--- src/rtl/dq_pkg.sv ---
package dq_pkg;

    localparam int CAPACITY = 16;
    localparam int IDX_W    = (CAPACITY > 1) ? $clog2(CAPACITY) : 1;
    localparam int CNT_W    = $clog2(CAPACITY + 1);
    localparam int SUM_W    = CNT_W + 1;
    localparam int WORD_W   = 32;
    localparam int OCC_W    = 5;

    localparam logic signed [WORD_W-1:0] MOST_NEG_WORD = {1'b1, {(WORD_W-1){1'b0}}};

    typedef enum logic [1:0] {
        MODE_PUSH_FRONT = 2'd0,
        MODE_PUSH_REAR  = 2'd1,
        MODE_POP_FRONT  = 2'd2,
        MODE_POP_REAR   = 2'd3
    } mode_t;

    typedef enum logic [1:0] {
        STATUS_DONE  = 2'd0,
        STATUS_EMPTY = 2'd1,
        STATUS_FULL  = 2'd2
    } status_t;

    typedef enum logic [1:0] {
        ST_IDLE,
        ST_READ,
        ST_SEND
    } state_t;

    typedef struct packed {
        mode_t                     mode;
        logic signed [WORD_W-1:0]  value;
    } in_item_t;

    typedef struct packed {
        logic signed [WORD_W-1:0]  popped_value;
        status_t                   status;
        logic [OCC_W-1:0]          occupancy;
    } out_item_t;

endpackage

--- src/rtl/double_ended_queue_top.sv ---
// A push result is offered in the cycle after its transfer; a pop result passes ST_READ, then ST_SEND.
// Requests are taken one at a time: in_stall holds off a new request until the result has been taken
// at the output; the pop path is longer because the slot memory read is registered in rdata_reg.
// Reset (rst_n low, asynchronous) empties the queue and clears the head index;
// the slot memory itself is not cleared, and only slots holding stored words are read.
module double_ended_queue_top
    import dq_pkg::*;
(
    input  logic      clk,
    input  logic      rst_n,
    input  logic      in_valid,
    output logic      in_stall,
    input  in_item_t  in_data,
    output logic      out_valid,
    input  logic      out_stall,
    output out_item_t out_data
);

    logic signed [WORD_W-1:0] slots [CAPACITY];

    state_t             state_reg, state_next;
    logic [IDX_W-1:0]   head_reg, head_next;
    logic [CNT_W-1:0]   count_reg, count_next;
    out_item_t          result_reg, result_next;
    logic signed [WORD_W-1:0] rdata_reg;

    logic               mem_we;
    logic               mem_re;
    logic [IDX_W-1:0]   mem_addr;

    logic               accept;
    logic               is_push;
    logic               is_full;
    logic               is_empty;
    logic [IDX_W-1:0]   head_dec;
    logic [IDX_W-1:0]   head_inc;
    logic [SUM_W-1:0]   rear_sum;
    logic [SUM_W-1:0]   last_sum;
    logic [IDX_W-1:0]   rear_pos;
    logic [IDX_W-1:0]   last_pos;

    assign accept   = in_valid && !in_stall;
    assign is_push  = (in_data.mode == MODE_PUSH_FRONT) || (in_data.mode == MODE_PUSH_REAR);
    assign is_full  = (count_reg >= CNT_W'(CAPACITY));
    assign is_empty = (count_reg == '0);

    assign head_dec = (head_reg == '0) ? IDX_W'(CAPACITY - 1) : head_reg - 1'b1;
    assign head_inc = (head_reg == IDX_W'(CAPACITY - 1)) ? '0 : head_reg + 1'b1;

    // Both sums stay below twice the capacity where they are used, so one conditional subtract wraps them.
    assign rear_sum = SUM_W'(head_reg) + SUM_W'(count_reg);
    assign last_sum = rear_sum - 1'b1;
    assign rear_pos = (rear_sum >= SUM_W'(CAPACITY))
                      ? IDX_W'(rear_sum - SUM_W'(CAPACITY)) : IDX_W'(rear_sum);
    assign last_pos = (last_sum >= SUM_W'(CAPACITY))
                      ? IDX_W'(last_sum - SUM_W'(CAPACITY)) : IDX_W'(last_sum);

    always_ff @(posedge clk or negedge rst_n)
    begin
        if (!rst_n)
        begin
            state_reg <= ST_IDLE;
            head_reg  <= '0;
            count_reg <= '0;
        end
        else
        begin
            state_reg <= state_next;
            head_reg  <= head_next;
            count_reg <= count_next;
        end
    end

    always_ff @(posedge clk)
    begin
        result_reg <= result_next;
    end

    always_ff @(posedge clk)
    begin
        if (mem_we)
        begin
            slots[mem_addr] <= in_data.value;
        end
        if (mem_re)
        begin
            rdata_reg <= slots[mem_addr];
        end
    end

    always_comb
    begin
        state_next  = state_reg;
        head_next   = head_reg;
        count_next  = count_reg;
        result_next = result_reg;
        mem_we      = 1'b0;
        mem_re      = 1'b0;
        mem_addr    = head_reg;
        in_stall    = 1'b1;
        out_valid   = 1'b0;

        case (state_reg)
            ST_IDLE:
            begin
                in_stall = 1'b0;
                if (accept)
                begin
                    result_next.popped_value = '0;
                    result_next.status       = STATUS_DONE;
                    state_next               = ST_SEND;
                    if (is_push)
                    begin
                        if (is_full)
                        begin
                            result_next.status = STATUS_FULL;
                        end
                        else
                        begin
                            mem_we     = 1'b1;
                            count_next = count_reg + 1'b1;
                            if (in_data.mode == MODE_PUSH_FRONT)
                            begin
                                mem_addr  = head_dec;
                                head_next = head_dec;
                            end
                            else
                            begin
                                mem_addr = rear_pos;
                            end
                        end
                    end
                    else
                    begin
                        if (is_empty)
                        begin
                            result_next.popped_value = MOST_NEG_WORD;
                            result_next.status       = STATUS_EMPTY;
                        end
                        else
                        begin
                            mem_re     = 1'b1;
                            count_next = count_reg - 1'b1;
                            state_next = ST_READ;
                            if (in_data.mode == MODE_POP_FRONT)
                            begin
                                mem_addr  = head_reg;
                                head_next = head_inc;
                            end
                            else
                            begin
                                mem_addr = last_pos;
                            end
                        end
                    end
                    result_next.occupancy = OCC_W'(count_next);
                end
            end
            ST_READ:
            begin
                result_next.popped_value = rdata_reg;
                state_next               = ST_SEND;
            end
            ST_SEND:
            begin
                out_valid = 1'b1;
                if (!out_stall)
                begin
                    state_next = ST_IDLE;
                end
            end
            default:
            begin
                state_next = ST_IDLE;
            end
        endcase
    end

    assign out_data = result_reg;

    assert property (@(posedge clk) disable iff (!rst_n)
        count_reg <= CNT_W'(CAPACITY))
        else $error("element count exceeds capacity");

    assert property (@(posedge clk) disable iff (!rst_n)
        accept |=> (state_reg != ST_IDLE))
        else $error("accepted request left the queue idle");

    assert property (@(posedge clk) disable iff (!rst_n)
        (state_reg != ST_IDLE) |=> $stable(count_reg) && $stable(head_reg))
        else $error("queue state moved while a request was in flight");

    assert property (@(posedge clk) disable iff (!rst_n)
        out_valid && (out_data.status == STATUS_FULL) |-> out_data.occupancy == OCC_W'(CAPACITY))
        else $error("full status without a full queue");

    assert property (@(posedge clk) disable iff (!rst_n)
        out_valid && (out_data.status == STATUS_EMPTY)
            |-> (out_data.popped_value == MOST_NEG_WORD) && (out_data.occupancy == '0))
        else $error("empty status with a wrong result");

endmodule

--- config.mk ---
export PLATFORM = sky130hd
export DESIGN_NAME = double_ended_queue_top
export DESIGN_NICKNAME = d
export VERILOG_FILES = /design/src/rtl/dq_pkg.sv /design/src/rtl/double_ended_queue_top.sv
export SDC_FILE = /design/constraint.sdc
export NUM_CORES = 1
export LEC_CHECK = 0
export BUFFER_PORTS_ARGS = -buffer_cell sky130_fd_sc_hd__buf_2
export CORE_ASPECT_RATIO = 0.5
export CORE_UTILIZATION = 50
export DETAILED_ROUTE_END_ITERATION = 12
export PLACE_DENSITY = 0.72
export SYNTH_ARGS = -nofsm -noshare
export SYNTH_HDL_FRONTEND = slang
export SYNTH_SLANG_ARGS = --single-unit
--- constraint.sdc ---
create_clock -name clk -period 7.4 [get_ports clk]
set_clock_uncertainty 0.2 [all_clocks]
set_input_delay 1.85 -clock clk [delete_from_list [all_inputs] [get_ports clk]]
set_output_delay 1.85 -clock clk [all_outputs]
set_load 0.05 [all_outputs]
Yosys cells after proc, flatten, opt, wreduce, memory -nomap -nowiden:

Memories as Yosys holds them, arrays and structs flattened. A register that Yosys moved wholly into a read port is not among the register bits.
Cells that the tools add are included.

* reduce and logical (&&, ||, !) cells: 12
* $lt $le $gt $ge: 3
* equal/unequal tests: 10
* muxes and demuxes: 42
* add/sub/neg operators: 8

Operator list (number)
* 4-bit two-way mux: 16
* 32-bit case mux with 2 select lines: 1
* 39-bit two-way mux: 1
* 34-bit two-way mux: 1
* 32-bit two-way mux: 1
* 5-bit two-way mux: 3
* 6-bit by 5-bit >= comparator with 1-bit output (second input constant): 2
* 1-bit two-way mux: 12
* 2-bit two-way mux: 6
* 4-bit by 1-bit subtractor with 4-bit output (second input constant): 3
* 2-bit != test (second input constant): 4
* 4-bit by 5-bit adder with 6-bit output: 1
* 2-bit case mux with 3 select lines: 1
* 2-bit AND reduction: 3
* 6-bit AND reduction: 1
* 6-bit by 1-bit subtractor with 6-bit output (second input constant): 1
* 5-bit by 1-bit adder with 5-bit output (second input constant): 1
* 5-bit >= comparator (second input constant): 1
* 5-bit logical NOT: 1
* 5-bit by 1-bit subtractor with 5-bit output (second input constant): 1
* 4-bit by 1-bit adder with 4-bit output (second input constant): 1
* 2-bit by 1-bit equality test with 1-bit output (second input constant): 2
* 2-bit equality test (second input constant): 2
* 4-bit equality test (second input constant): 1
* 6 further kinds: 8

* memory bits (writable): 512
* output and inout port bits: 41
* logic and storage cells: 82
* register bits: 50
* memories: 1
* input bits: 38

Memories
* slots: depth 16, width 32, rd ports 1, clocked after memory_dff 1, wr ports 1, RTL line double_ended_queue_top.sv:19 `logic signed [WORD_W-1:0] slots [CAPACITY];`

Depth between registers and ports, before layout:

Gate-level depths: netlist of the first run.

* depth after elaboration: 9
* mapped depth: 14
* depth with buffers taken out: 12

Worst setup path before layout of the first run:

OpenSTA, ideal clock, no wires.

* path type: input-to-reg
* start: in in_data[33] (netlist name)
* end: mem slots[14][0], enable pin
* setup time: 0.421 ns
* data required time: 6.779 ns
* buffers on the path: 2
* cell stages on the path: 9
* setup slack: 1.867 ns
* arrival: 4.912 ns
* cells stage by stage: or4b_2 -> nor4bb_1 -> a2111oi_0 -> nor2_1 -> a311o_1 -> buf_2 -> nand2_1 -> clkbuf_1 -> nor2_1

* longest elaborated chain between the ends: 7
* elaborated cells on any way between the ends: 16
* classes of those cells: 2 x eq/ne; 12 x mux; 2 x reduce/logical

RTL lines
* start, declared: RTL line double_ended_queue_top.sv:13 `input in_item_t in_data,`
* 2-bit by 1-bit equality test with 1-bit output / 2-bit logical NOT (equally long branches): RTL line double_ended_queue_top.sv:43, double_ended_queue_top.sv:122
* 1-bit logical OR: RTL line double_ended_queue_top.sv:43 `assign is_push = (in_data.mode == MODE_PUSH_FRONT) || (in_data.mode == MODE_PUSH_REAR);`
* 1-bit two-way mux: RTL line double_ended_queue_top.sv:112 `if (is_push)`
* 1-bit two-way mux: RTL line double_ended_queue_top.sv:107 `if (accept)`
* 1-bit two-way mux: RTL line double_ended_queue_top.sv:103 `case (state_reg)`
* 1-bit two-way mux: RTL line double_ended_queue_top.sv:81 `if (mem_we)`
* 1-bit two-way mux (implied by the code): RTL line double_ended_queue_top.sv:83 `slots[mem_addr] <= in_data.value;`
* end, declared: RTL line double_ended_queue_top.sv:19

Several ways; a longest one is shown, not always the timed one.

Worst setup path after layout of the first run:

* start: in in_valid
* end: mem slots[0][8], enable pin

* longest elaborated chain between the ends: 5
* elaborated cells on any way between the ends: 7
* classes of those cells: 6 x mux; 1 x reduce/logical

RTL lines
* start, declared: RTL line double_ended_queue_top.sv:11 `input logic in_valid,`
* 1-bit logical AND *: RTL line double_ended_queue_top.sv:42 `assign accept = in_valid && !in_stall;`
* 1-bit two-way mux: RTL line double_ended_queue_top.sv:107
* 1-bit two-way mux: RTL line double_ended_queue_top.sv:103
* 1-bit two-way mux: RTL line double_ended_queue_top.sv:81
* 1-bit two-way mux (implied by the code): RTL line double_ended_queue_top.sv:83

Mark *: on every way between the ends. The rest lies on a longest branch, timed or not.

==> impl_metrics.prom, run 1 <==
# TYPE chip_impl_metric gauge
chip_impl_metric{name="detail_route.vias_per_cell",unit=""} 6.18
chip_impl_metric{name="area_delta_synth_final",unit="%"} 12.4
chip_impl_metric{name="critical_path.max_stage_delay",unit="ns"} 1.01
chip_impl_metric{name="powerDensity",unit="nW/um^2"} 422
chip_impl_metric{name="globalplace.congestion",unit=""} 0.839
chip_impl_metric{name="ys_types",unit=""} 71
chip_impl_metric{name="die-width",unit="um"} 307
chip_impl_metric{name="starting_density_of_the_core",unit="%"} 51.0
chip_impl_info{name="clk_root_buffer_cell",value="sky130_fd_sc_hd__clkbuf_16"} 1
chip_impl_metric{name="sinks_on_clock_net",unit=""} 594
chip_impl_metric{name="layout.nets",unit=""} 1530
chip_impl_metric{name="post_cts.resized_instances",unit=""} 0
chip_impl_info{name="run_status",value="finished clean"} 1
chip_impl_metric{name="ys_async_sr_fraction",unit="%"} 1.85
chip_impl_info{name="synth_top_cells_by_area",value="sky130_fd_sc_hd__edfxtp_1 (75%), sky130_fd_sc_hd__a22oi_1 (2.9%), sky130_fd_sc_hd__a221oi_1 (2.7%)"} 1
chip_impl_info{name="hold_path.class",value="flop to flop"} 1
chip_impl_info{name="rsz0062_at_grt",value="no"} 1
chip_impl_info{name="crit_path_end_kind",value="flop"} 1
chip_impl_metric{name="cts.reportedPaths.clkPinSlew",unit="ns"} 0.06
chip_impl_metric{name="period_minus_slack",unit="ns"} 5.40
chip_impl_metric{name="part_of_the_cycle_the_worst_path_needs",unit="%"} 73.0
chip_impl_metric{name="initial_antenna_violation_count",unit=""} 1
chip_impl_metric{name="htree_levels",unit=""} 2
chip_impl_metric{name="largest_register_ff_count",unit=""} 512
chip_impl_metric{name="hold_viol_final",unit=""} 0
chip_impl_metric{name="post_cts.repair.setup_buffers",unit=""} 0
chip_impl_metric{name="fraction_of_synthesized_cell_area_taken_by_the_top_area_cell_type",unit="%"} 75.5
chip_impl_metric{name="synth-warning-count",unit=""} 0
chip_impl_metric{name="chipHeight",unit="um"} 154
chip_impl_metric{name="synth-seq-cells",unit=""} 594
chip_impl_metric{name="fin_setup_tns",unit="ns"} 0
chip_impl_metric{name="hold_buffers",unit=""} 0
chip_impl_metric{name="grt.met3_usage",unit="%"} 4.88
chip_impl_info{name="tritoncts",value="done"} 1
chip_impl_metric{name="io-pin-count",unit=""} 79
chip_impl_metric{name="wire_per_inst",unit="um"} 24.7
chip_impl_metric{name="drc",unit=""} 0
chip_impl_info{name="synth.most_common_cell",value="sky130_fd_sc_hd__edfxtp_1"} 1
chip_impl_metric{name="clock_insertion_delay_worst_skew",unit="ns"} 0.59
chip_impl_metric{name="detailed_routing_iterations_pass_1",unit=""} 5
chip_impl_metric{name="critPathBufInv",unit=""} 2
chip_impl_metric{name="syn_inst",unit=""} 1406
chip_impl_metric{name="sequential_cell_area",unit="um^2"} 17800
chip_impl_metric{name="core_area",unit="um^2"} 45500
chip_impl_metric{name="synth_area_per_cell",unit="um^2"} 16.5
chip_impl_metric{name="multiInputGateArea",unit="um^2"} 5060
chip_impl_info{name="worst_path_max_delay_cell",value="sky130_fd_sc_hd__nor2_4"} 1
chip_impl_metric{name="track_usage",unit="%"} 22.5
chip_impl_metric{name="ys_seq_area_share",unit="%"} 76.7
chip_impl_metric{name="netlist_area",unit="um^2"} 23200
chip_impl_metric{name="drive_gt1_share",unit="%"} 18.2
chip_impl_info{name="cell_family_with_most_cp_delay",value="simple AND/OR/NAND/NOR gates"} 1
chip_impl_metric{name="cp.arrival",unit="ns"} 5.39
chip_impl_info{name="cp_cell_sequence",value="buf_2, or3b_1, clkinv_4, o211ai_4, o21ai_1, o32ai_4, nand2_1, nor2_4"} 1
chip_impl_metric{name="grtUsageMet2",unit="%"} 36.2
chip_impl_metric{name="timing_worst_slew_pin_value",unit="ns"} 1.14
chip_impl_info{name="gr-max-usage-layer",value="met2"} 1
chip_impl_info{name="timing_worst_setup_path_type",value="primary input to flop"} 1
chip_impl_metric{name="globalRoute.totalOverflow",unit=""} 0
chip_impl_metric{name="grt_pass1_wl",unit="um"} 80200
chip_impl_metric{name="iter_0_drt_violations",unit=""} 1618
chip_impl_metric{name="hpwl",unit="um"} 31400
chip_impl_metric{name="gr-usage-met1",unit="%"} 31.4
chip_impl_metric{name="totalWireLength",unit="um"} 53200
chip_impl_metric{name="area_enclosed_by_the_die_boundary",unit="um^2"} 47300
chip_impl_metric{name="final-max-slew-violation-count",unit=""} 0
chip_impl_metric{name="total_vias_in_the_final_route",unit=""} 13300
chip_impl_metric{name="worst-endpoint-required",unit="ns"} 7.39
chip_impl_metric{name="setup_viol",unit=""} 0
chip_impl_metric{name="vias_in_the_first_global_route",unit=""} 13200
chip_impl_metric{name="maximum_number_of_pins_on_one_net_before_global_route_repair",unit=""} 81
chip_impl_metric{name="cts_buffer_depth",unit=""} 3
chip_impl_metric{name="leakage",unit="nW"} 8.52
chip_impl_metric{name="slew_headroom",unit="%"} 23.6
chip_impl_metric{name="numCtsBuffers",unit=""} 51
chip_impl_metric{name="totalPowerFinal",unit="mW"} 11.0
chip_impl_info{name="synth_commonest_cells",value="sky130_fd_sc_hd__edfxtp_1 (583), sky130_fd_sc_hd__nand2_1 (123), sky130_fd_sc_hd__a22oi_1 (90), sky130_fd_sc_hd__a221oi_1 (72), sky130_fd_sc_hd__nand3_1 (52)"} 1
chip_impl_info{name="synthFlopType",value="sky130_fd_sc_hd__edfxtp_1"} 1
chip_impl_metric{name="maxCapViolCount",unit=""} 0
chip_impl_metric{name="synth_enable_flop_cells",unit=""} 583
chip_impl_metric{name="crit_path_max_fanout",unit=""} 32
chip_impl_info{name="yosysTopAreaCell",value="sky130_fd_sc_hd__edfxtp_1"} 1
chip_impl_metric{name="layout.filler_cells",unit=""} 3290
chip_impl_metric{name="detail-route-antenna-nets",unit=""} 0
chip_impl_metric{name="fmax",unit="MHz"} 185
chip_impl_metric{name="synth_fp_nets",unit=""} 1453
chip_impl_info{name="worst_setup_path_start_kind",value="primary input"} 1
chip_impl_metric{name="vdd_ir_drop_max",unit="uV"} 402
chip_impl_metric{name="std_cell_rows",unit=""} 55
chip_impl_metric{name="place.port_buffers",unit=""} 78
==> worst register-to-register path, delay by kind of cell (launching register included) <==
family                     cells  cell delay [ns]
and+or+nand+nor                4             1.82
DFF                            1             0.56
buffers and inverters          1             0.06
AOI/OAI and AO/OA              1             0.90
adders and majority gates      3             1.15
==> where the power goes <==
part           internal (mW)  switching, mW  total, mW
clock network           1.47           1.18       2.64
logic                   1.36           2.74       4.10
registers               4.12          0.147       4.26
==> logic make-up after synthesis <==
| family | share of synthesized area (%) |
|---|---|
| AOI/OAI and AO/OA | 11.5 |
| xor gates and xnor gates | 0.513 |
| adders and majority gates | 0.518 |
| buffers and inverters | 2.25 |
| DFF | 76.7 |
| muxes | 2.19 |
| and+or+nand+nor | 6.36 |
==> area by class of cell <==
type / count / share of cell area (%)
Tap cell: 627 / 3.01
Timing Repair Buffer: 117 / 2.86
Multi-Input combinational cell: 706 / 19.4
Sequential cell: 594 / 68.2
Inverter: 13 / 0.206
Clock buffer: 60 / 5.11
Clock inverter: 34 / 1.19
Antenna cell: 1 / 0.00960
==> metrics by stage <==
stage	cell area [um^2]	setup slack (ns)	cells	hold slack (ns)	util, %
2_1_floorplan	23200	1.87	1406	0.279	-
3_3_place_gp	24400	1.58	2057	0.298	53.7
3_5_place_dp	24400	1.42	2057	0.304	53.7
4_1_cts	26100	2.02	2151	0.319	57.3
5_1_grt	26100	1.85	2152	0.332	57.3
6_report	26100	2.00	2152	0.316	57.3
==> final timing paths <==
kind | from | endpoint | slack [ns] | cells past startpoint
max | in_valid | slots[0][8] | 2.00 | 8
min | rdata_reg[15] | out_data[22] | 0.32 | 1
max reg2reg | head_reg[0] | slots[0][8] | 2.32 | 9
min reg2reg | rdata_reg[15] | out_data[22] | 0.32 | 1
max in group asynchronous | rst_n | head_reg[3] | 5.80 | 1
min in group asynchronous | rst_n | state_reg[1] | 0.96 | 1
==> placed cells by master (no fill, tap or decap), types with 21 or more instances in the layout <==
cell / instances
sky130_fd_sc_hd__clkbuf_16: 52
sky130_fd_sc_hd__buf_2: 78
sky130_fd_sc_hd__nand3_1: 52
sky130_fd_sc_hd__and2_1: 43
sky130_fd_sc_hd__o22ai_1: 22
sky130_fd_sc_hd__nor2b_1: 21
sky130_fd_sc_hd__a221oi_1: 72
sky130_fd_sc_hd__o21ai_1: 32
sky130_fd_sc_hd__edfxtp_1: 583
sky130_fd_sc_hd__buf_4: 34
sky130_fd_sc_hd__nand2_1: 123
sky130_fd_sc_hd__a22oi_1: 90
sky130_fd_sc_hd__o21ai_0: 40
==> layer usage <==
metal / part of all wire, % / vias to the layer above
li1: - / 5785
met1: 41 / 6786
met2: 48 / 639
met3: 8.9 / 87
met4: 2.2 / 0
met5: 0 / -
No activity file was read; power rests on OpenSTA's default activity.
==> run 2, diff against run 1 <==
--- a/config.mk
+++ b/config.mk
@@ -9,7 +9,7 @@
 export CORE_ASPECT_RATIO = 0.5
 export CORE_UTILIZATION = 50
 export DETAILED_ROUTE_END_ITERATION = 12
-export PLACE_DENSITY = 0.72
+export PLACE_DENSITY = 0.75
 export SYNTH_ARGS = -nofsm -noshare
 export SYNTH_HDL_FRONTEND = slang
 export SYNTH_SLANG_ARGS = --single-unit
==> constraint.sdc (replaced) <==
create_clock -name clk -period 4.6 [get_ports clk]
set_clock_uncertainty 0.2 [all_clocks]
set_input_delay 1.15 -clock clk [delete_from_list [all_inputs] [get_ports clk]]
set_output_delay 1.15 -clock clk [all_outputs]
set_load 0.05 [all_outputs]
==> run 2 against run 1 <==
Against the previous run: non-clock buffer count is 21 higher; flip-flop and latch count stayed put; final cell count is 0.84% higher; final area is 0.63% higher; worst hold slack worse by 0.079 ns; global-route usage is 0.36 points lower.
==> impl_metrics.prom, run 2 (synthesized netlist as in run 1, its figures left out) <==
# TYPE chip_impl_metric gauge
chip_impl_metric{name="area_enclosed_by_the_die_boundary",unit="um^2"} 47300
chip_impl_metric{name="post_cts.repair.setup_buffers",unit=""} 0
chip_impl_metric{name="critical_path.max_stage_delay",unit="ns"} 0.55
chip_impl_metric{name="leakage",unit="nW"} 8.61
chip_impl_info{name="rsz0062_at_grt",value="no"} 1
chip_impl_metric{name="io-pin-count",unit=""} 79
chip_impl_metric{name="design_area",unit="um^2"} 26200
chip_impl_metric{name="track_usage",unit="%"} 22.1
chip_impl_metric{name="totalWireLength",unit="um"} 52600
chip_impl_info{name="critical_path.most_common_cell",value="sky130_fd_sc_hd__ha_1"} 1
chip_impl_metric{name="cp.arrival",unit="ns"} 4.23
chip_impl_metric{name="total_vias_in_the_final_route",unit=""} 13400
chip_impl_metric{name="maxCapViolCount",unit=""} 0
chip_impl_info{name="hold_path.class",value="primary input to async pin"} 1
chip_impl_info{name="crit-reg2reg-launch",value="count_reg[0]"} 1
chip_impl_metric{name="wire_per_inst",unit="um"} 24.2
chip_impl_info{name="startpoint",value="count_reg[0]"} 1
chip_impl_metric{name="drc",unit=""} 0
chip_impl_metric{name="detail-route-antenna-nets",unit=""} 0
chip_impl_metric{name="die-width",unit="um"} 307
chip_impl_metric{name="detailedPlace.worstSlack",unit="ns"} 0.115
chip_impl_metric{name="period_minus_slack",unit="ns"} 4.00
chip_impl_metric{name="core_area",unit="um^2"} 45500
chip_impl_info{name="cp_cell_sequence",value="ha_1, fa_1, inv_1, ha_1, and4_4, o21a_1, nor3_4, buf_12, buf_4, a221oi_1, o21ai_1, nor2b_1"} 1
chip_impl_info{name="worst_path_max_delay_cell",value="sky130_fd_sc_hd__fa_1"} 1
chip_impl_metric{name="grt_pass1_wl",unit="um"} 79300
chip_impl_metric{name="vias_in_the_first_global_route",unit=""} 13200
chip_impl_metric{name="post_cts.resized_instances",unit=""} 0
chip_impl_metric{name="area_delta_synth_final",unit="%"} 13.1
chip_impl_metric{name="cts.reportedPaths.clkPinSlew",unit="ns"} 0.06
chip_impl_metric{name="hold_buffers",unit=""} 0
chip_impl_info{name="layout_commonest_cell",value="sky130_fd_sc_hd__edfxtp_1"} 1
chip_impl_metric{name="iter_0_drt_violations",unit=""} 1633
chip_impl_metric{name="final-max-slew-violation-count",unit=""} 0
chip_impl_metric{name="globalRoute.totalOverflow",unit=""} 0
chip_impl_metric{name="layout.nets",unit=""} 1551
chip_impl_metric{name="powerDensity",unit="nW/um^2"} 671
chip_impl_metric{name="vdd_ir_drop_max",unit="uV"} 481
chip_impl_metric{name="placement.cell_area",unit="um^2"} 24700
chip_impl_metric{name="place.port_buffers",unit=""} 78
chip_impl_metric{name="numCtsBuffers",unit=""} 51
chip_impl_metric{name="hold_viol_final",unit=""} 0
chip_impl_metric{name="htree_levels",unit=""} 2
chip_impl_metric{name="share_clk_of_total_power",unit="%"} 23.1
chip_impl_info{name="run_status",value="finished clean"} 1
chip_impl_metric{name="maximum_number_of_pins_on_one_net_before_global_route_repair",unit=""} 81
chip_impl_metric{name="fmax",unit="MHz"} 250
chip_impl_info{name="clk_root_buffer_cell",value="sky130_fd_sc_hd__clkbuf_16"} 1
chip_impl_metric{name="worst-endpoint-required",unit="ns"} 4.83
chip_impl_metric{name="clock_insertion_delay_worst_skew",unit="ns"} 0.58
chip_impl_metric{name="drive_gt1_share",unit="%"} 18.8
chip_impl_info{name="crit_path_end_kind",value="flop"} 1
chip_impl_metric{name="std_cell_rows",unit=""} 55
chip_impl_metric{name="detail_route.vias_per_cell",unit=""} 6.15
chip_impl_info{name="timing_worst_setup_path_type",value="flop to flop"} 1
chip_impl_metric{name="largest_register_ff_count",unit=""} 512
chip_impl_metric{name="starting_density_of_the_core",unit="%"} 51.0
chip_impl_metric{name="slew_headroom",unit="%"} 19.1
chip_impl_metric{name="chipHeight",unit="um"} 154
chip_impl_metric{name="initial_antenna_violation_count",unit=""} 1
chip_impl_metric{name="hpwl",unit="um"} 30400
chip_impl_metric{name="part_of_the_cycle_the_worst_path_needs",unit="%"} 87.0
chip_impl_info{name="tritoncts",value="done"} 1
chip_impl_metric{name="setup_viol",unit=""} 0
chip_impl_info{name="worst_setup_path_start_kind",value="flop"} 1
chip_impl_metric{name="power.share.switching",unit="%"} 36.5
chip_impl_metric{name="layout.filler_cells",unit=""} 3225
chip_impl_metric{name="power.combinational.fraction",unit="%"} 38.1
chip_impl_metric{name="power.net_switching",unit="mW"} 6.42
chip_impl_metric{name="cts_buffer_depth",unit=""} 3
chip_impl_metric{name="fin_util",unit="%"} 57.7
chip_impl_info{name="layout_common_cells",value="sky130_fd_sc_hd__edfxtp_1 (583), sky130_fd_sc_hd__nand2_1 (123), sky130_fd_sc_hd__a22oi_1 (90), sky130_fd_sc_hd__buf_2 (78), sky130_fd_sc_hd__a221oi_1 (72)"} 1
chip_impl_metric{name="final.setup.worst_slack",unit="ns"} 0.597
chip_impl_metric{name="crit_path_max_fanout",unit=""} 50
chip_impl_metric{name="sinks_on_clock_net",unit=""} 594
chip_impl_metric{name="timing_worst_slew_pin_value",unit="ns"} 1.21
chip_impl_metric{name="power.sequential.fraction",unit="%"} 38.8
chip_impl_metric{name="detailed_routing_iterations_pass_1",unit=""} 5
chip_impl_metric{name="globalplace.congestion",unit=""} 0.842
chip_impl_metric{name="internal-power",unit="mW"} 11.2
-- run 2: through the flow --
step / hold WS, ns / instances / power, mW / setup TNS [ns]
after floorplan: 0.279 / 1406 / 11.5 / -80.65
after global placement: 0.301 / 2078 / 13.4 / 0
after detailed placement: 0.304 / 2078 / 13.5 / 0
after CTS: 0.228 / 2169 / 17.6 / 0
after global routing: 0.252 / 2170 / 18.4 / 0
final: 0.238 / 2170 / 17.6 / 0
-- run 2: area by class of cell --
type / instances / area [um^2] / area share [%]
diodes: 1 / 2.50 / 0.00954
well taps: 627 / 785 / 2.99
clock inverters: 24 / 181 / 0.691
repair buffers: 138 / 991 / 3.78
clock buffers: 67 / 1380 / 5.26
flip-flops and latches: 594 / 17800 / 67.8
inverters: 13 / 53.8 / 0.205
multi-input cells: 706 / 5060 / 19.3
-- run 2: worst paths after layout --
check,endpoint,slack [ns],cells after the start
max,rdata_reg[10],0.60,12
min,count_reg[4],0.24,1
max reg2reg,rdata_reg[10],0.60,12
max in group asynchronous,state_reg[0],3.74,1
min reg2reg,out_data[35],0.32,1
min in group clk,out_data[35],0.32,1
-- run 2: power groups by stage --
stage | sequential (mW) | clock (mW) | combinational [mW]
6_report | 6.83 | 4.07 | 6.71
5_1_grt | 6.87 | 4.32 | 7.20
4_1_cts | 6.83 | 4.11 | 6.66
3_5_place_dp | 6.94 | 0 | 6.60
3_3_place_gp | 6.92 | 0 | 6.43
2_1_floorplan | 7.22 | 0 | 4.32
-- run 2: critical path, delay by kind of cell, from the launching register on --
family	cells	cell delay [ns]
compound gates	3	0.68
fa+ha+maj	3	1.10
buf+inv	3	0.75
flops	1	0.48
simple gates	3	0.60
-- run 2: routing by layer --
layer	wire (um)	global-route usage (%)
met1	21400	31.2
met2	24600	34.6
met3	5090	4.69
met4	1480	7.64
met5	0	0
==> run 3, diff against run 2 <==
--- a/config.mk
+++ b/config.mk
@@ -5,6 +5,7 @@
 export SDC_FILE = /design/constraint.sdc
 export NUM_CORES = 1
 export LEC_CHECK = 0
+export ABC_AREA = 1
 export BUFFER_PORTS_ARGS = -buffer_cell sky130_fd_sc_hd__buf_2
 export CORE_ASPECT_RATIO = 0.5
 export CORE_UTILIZATION = 50
==> run 3 against run 2 <==
Against the previous run: die area rose by 8.5%; setup slack improved by 0.44 ns; critical path depth stayed put; clock-buffer cell count is the same; combinational power grew 13%; sequential power fell by 1%; sequential share of layout area fell by 4.6 points; clock power grew 8.4%; total power increased by 6.4%; worst hold slack gained 0.0080 ns; first-iteration DRC count is 47% higher; largest power group is now combinational logic.
==> impl_metrics.prom, run 3 <==
# TYPE chip_impl_metric gauge
chip_impl_metric{name="design_area",unit="um^2"} 28100
chip_impl_metric{name="post_cts.repair.setup_buffers",unit=""} 0
chip_impl_metric{name="die-width",unit="um"} 319
chip_impl_metric{name="hold_buffers",unit=""} 0
chip_impl_metric{name="wire_per_inst",unit="um"} 20.1
chip_impl_metric{name="maximum_number_of_pins_on_one_net_before_global_route_repair",unit=""} 180
chip_impl_metric{name="sinks_on_clock_net",unit=""} 594
chip_impl_metric{name="layout.filler_cells",unit=""} 3825
chip_impl_metric{name="ys_seq_area_share",unit="%"} 70.6
chip_impl_metric{name="r2r.worst_path.cells",unit=""} 12
chip_impl_metric{name="area_enclosed_by_the_die_boundary",unit="um^2"} 51300
chip_impl_info{name="layout_commonest_cell",value="sky130_fd_sc_hd__nand2_1"} 1
chip_impl_metric{name="synth-seq-cells",unit=""} 594
chip_impl_metric{name="powerDensity",unit="nW/um^2"} 666
chip_impl_metric{name="grt_pass1_wl",unit="um"} 94200
chip_impl_metric{name="drive_gt1_share",unit="%"} 10.2
chip_impl_metric{name="period_minus_slack",unit="ns"} 3.56
chip_impl_info{name="startpoint",value="head_reg[0]"} 1
chip_impl_info{name="layout_common_cells",value="sky130_fd_sc_hd__nand2_1 (1,020), sky130_fd_sc_hd__edfxtp_1 (583), sky130_fd_sc_hd__nand3_1 (369), sky130_fd_sc_hd__inv_1 (82), sky130_fd_sc_hd__buf_2 (78)"} 1
chip_impl_info{name="worst_setup_path_start_kind",value="flop"} 1
chip_impl_info{name="run_status",value="finished clean"} 1
chip_impl_metric{name="fin_setup_tns",unit="ns"} 0
chip_impl_metric{name="leakage",unit="nW"} 11.4
chip_impl_metric{name="vias_in_the_first_global_route",unit=""} 16300
chip_impl_metric{name="synth_fp_nets",unit=""} 2381
chip_impl_info{name="crit-reg2reg-launch",value="head_reg[0]"} 1
chip_impl_info{name="synth_commonest_cells",value="sky130_fd_sc_hd__nand2_1 (1,021), sky130_fd_sc_hd__edfxtp_1 (583), sky130_fd_sc_hd__nand3_1 (369), sky130_fd_sc_hd__buf_2 (105), sky130_fd_sc_hd__inv_1 (82)"} 1
chip_impl_metric{name="placement.cell_area",unit="um^2"} 26400
chip_impl_info{name="clk_root_buffer_cell",value="sky130_fd_sc_hd__clkbuf_16"} 1
chip_impl_metric{name="area_delta_synth_final",unit="%"} 11.8
chip_impl_metric{name="detail-route-antenna-nets",unit=""} 0
chip_impl_metric{name="ys_async_sr_fraction",unit="%"} 1.85
chip_impl_metric{name="clock_insertion_delay_worst_skew",unit="ns"} 0.61
chip_impl_metric{name="crit_path_max_fanout",unit=""} 17
chip_impl_info{name="worst_path_max_delay_cell",value="sky130_fd_sc_hd__fa_1"} 1
chip_impl_metric{name="chipHeight",unit="um"} 161
chip_impl_info{name="yosysTopAreaCell",value="sky130_fd_sc_hd__edfxtp_1"} 1
chip_impl_metric{name="largest_register_ff_count",unit=""} 512
chip_impl_info{name="hold_path.class",value="primary input to async pin"} 1
chip_impl_metric{name="timing_worst_slew_pin_value",unit="ns"} 0.950
chip_impl_metric{name="cts.reportedPaths.clkPinSlew",unit="ns"} 0.07
chip_impl_metric{name="setup_viol",unit=""} 0
chip_impl_metric{name="synth_area_per_cell",unit="um^2"} 10.8
chip_impl_metric{name="iter_0_drt_violations",unit=""} 2398
chip_impl_metric{name="htree_levels",unit=""} 2
chip_impl_info{name="synth.most_common_cell",value="sky130_fd_sc_hd__nand2_1"} 1
chip_impl_info{name="tritoncts",value="done"} 1
chip_impl_metric{name="io-pin-count",unit=""} 79
chip_impl_metric{name="totalWireLength",unit="um"} 61900
chip_impl_metric{name="critical_path.max_stage_delay",unit="ns"} 0.51
chip_impl_metric{name="drc",unit=""} 0
chip_impl_metric{name="part_of_the_cycle_the_worst_path_needs",unit="%"} 77.5
chip_impl_metric{name="hpwl",unit="um"} 32400
chip_impl_info{name="synth_top_cells_by_area",value="sky130_fd_sc_hd__edfxtp_1 (70%), sky130_fd_sc_hd__nand2_1 (15%), sky130_fd_sc_hd__nand3_1 (7.3%)"} 1
chip_impl_metric{name="detailed_routing_iterations_pass_1",unit=""} 6
chip_impl_metric{name="final-max-slew-violation-count",unit=""} 0
chip_impl_metric{name="place.port_buffers",unit=""} 78
chip_impl_metric{name="ys_types",unit=""} 31
chip_impl_metric{name="synth-warning-count",unit=""} 0
chip_impl_metric{name="worst-endpoint-required",unit="ns"} 4.65
chip_impl_metric{name="cts_buffer_depth",unit=""} 3
chip_impl_metric{name="vdd_ir_drop_max",unit="uV"} 847
chip_impl_info{name="cp_cell_sequence",value="ha_1, fa_1, inv_1, ha_1, xnor2_1, o21ai_1, nand2_1, nand2_2, buf_4, nand2_1, nor2_4, buf_4"} 1
chip_impl_metric{name="hold_viol_final",unit=""} 0
chip_impl_metric{name="setup.reg_to_reg.worst_slack",unit="ns"} 1.04
chip_impl_metric{name="globalRoute.totalOverflow",unit=""} 0
chip_impl_metric{name="cp.arrival",unit="ns"} 3.62
chip_impl_metric{name="track_usage",unit="%"} 23.9
chip_impl_metric{name="numCtsBuffers",unit=""} 52
chip_impl_metric{name="maxCapViolCount",unit=""} 0
chip_impl_info{name="timing.rr.end",value="slots[7][7]"} 1
chip_impl_info{name="crit_path_end_kind",value="flop"} 1
chip_impl_metric{name="netlist_area",unit="um^2"} 25200
chip_impl_info{name="rsz0062_at_grt",value="no"} 1
chip_impl_metric{name="globalplace.congestion",unit=""} 0.824
chip_impl_metric{name="total_vias_in_the_final_route",unit=""} 17300
chip_impl_metric{name="layout.nets",unit=""} 2430
chip_impl_metric{name="fmax",unit="MHz"} 281
chip_impl_metric{name="post_cts.resized_instances",unit=""} 0
chip_impl_metric{name="std_cell_rows",unit=""} 57
chip_impl_metric{name="synth_enable_flop_cells",unit=""} 583
chip_impl_metric{name="fin_util",unit="%"} 57.3
chip_impl_metric{name="initial_antenna_violation_count",unit=""} 1
chip_impl_metric{name="starting_density_of_the_core",unit="%"} 51.2
chip_impl_info{name="synthFlopType",value="sky130_fd_sc_hd__edfxtp_1"} 1
chip_impl_metric{name="syn_inst",unit=""} 2334
chip_impl_metric{name="slew_headroom",unit="%"} 36.6
chip_impl_metric{name="multiInputGateArea",unit="um^2"} 6560
chip_impl_metric{name="detail_route.vias_per_cell",unit=""} 5.62
chip_impl_metric{name="fraction_of_synthesized_cell_area_taken_by_the_top_area_cell_type",unit="%"} 69.5
chip_impl_metric{name="sequential_cell_area",unit="um^2"} 17800
chip_impl_metric{name="core_area",unit="um^2"} 49100
chip_impl_info{name="timing_worst_setup_path_type",value="flop to flop"} 1
## run 3: cell count changes after synthesis, sizes merged, moves of 22 or more
cell,previous run,this run
nor2,29,63
a22oi,91,0
nand3,52,370
o22ai,22,0
a221oi,85,0
o21ai,72,14
and2,44,1
buf,54,112
nand2,124,1028
mux2,39,0
nor2b,22,0
inv,12,94
## run 3: worst max-delay path, delay by kind of cell (launching register included)
family          cells  cell delay, ns
compound gates      1            0.12
xor+xnor            1            0.12
fa+ha+maj           3            0.96
buf+inv             3            0.70
flops               1            0.44
simple gates        4            0.67
## run 3: per-stage QoR
stage	setup slack [ns]	std cells	hold slack [ns]	power (mW)
finish	1.04	3076	0.246	18.7
global route	0.835	3075	0.248	19.8
CTS	1.08	3075	0.232	18.7
detailed placement	0.712	2978	0.329	14.3
global placement	0.754	2978	0.333	14.1
floorplan	0.223	2334	0.319	12.2
## run 3: cells by family (layout without fill, tap and decap cells)
logic type | Yosys count | after routing | synth area share, %
flops | 594 | 594 | 70.6
buf+inv | 229 | 321 | 4.03
simple gates | 1469 | 1469 | 24.0
compound gates | 24 | 24 | 0.547
xor+xnor | 9 | 9 | 0.313
fa+ha+maj | 9 | 9 | 0.477
other cells | 0 | 1 | 0
## run 3: how the worst max path moves through the flow
stage,endpoint,slack [ns],cells after the start
global placement,slots[10][6],0.75,8
CTS,slots[7][16],1.08,12
finish,slots[7][7],1.04,12
detailed placement,slots[10][0],0.71,8
floorplan,slots[15][0],0.22,12
global route,slots[0][18],0.83,14
## run 3: cell type report
cell class	instances	area share, %
Multi-Input combinational cell	1511	23.3
Sequential cell	594	63.2
Clock buffer	67	4.97
Timing Repair Buffer	129	3.28
Tap cell	649	2.89
Inverter	95	1.28
Antenna cell	1	0.00889
Clock inverter	30	1.10
## run 3: power by group
group	leakage, nW	switching (mW)	internal (mW)
Clock	0.829	1.96	2.44
Sequential	5.43	0.186	6.56
Combinational	5.12	5.57	2.02
## run 3: metal layers
metal / share of wire (%) / up-vias / wire length, um / track usage [%]
met2: 44 / 949 / 26900 / 35.1
li1: - / 7965 / - / -
met5: 0.016 / - / 10 / 0
met1: 44 / 8259 / 27000 / 36.2
met4: 2.1 / 2 / 1310 / 6.80
met3: 11 / 112 / 6590 / 4.88
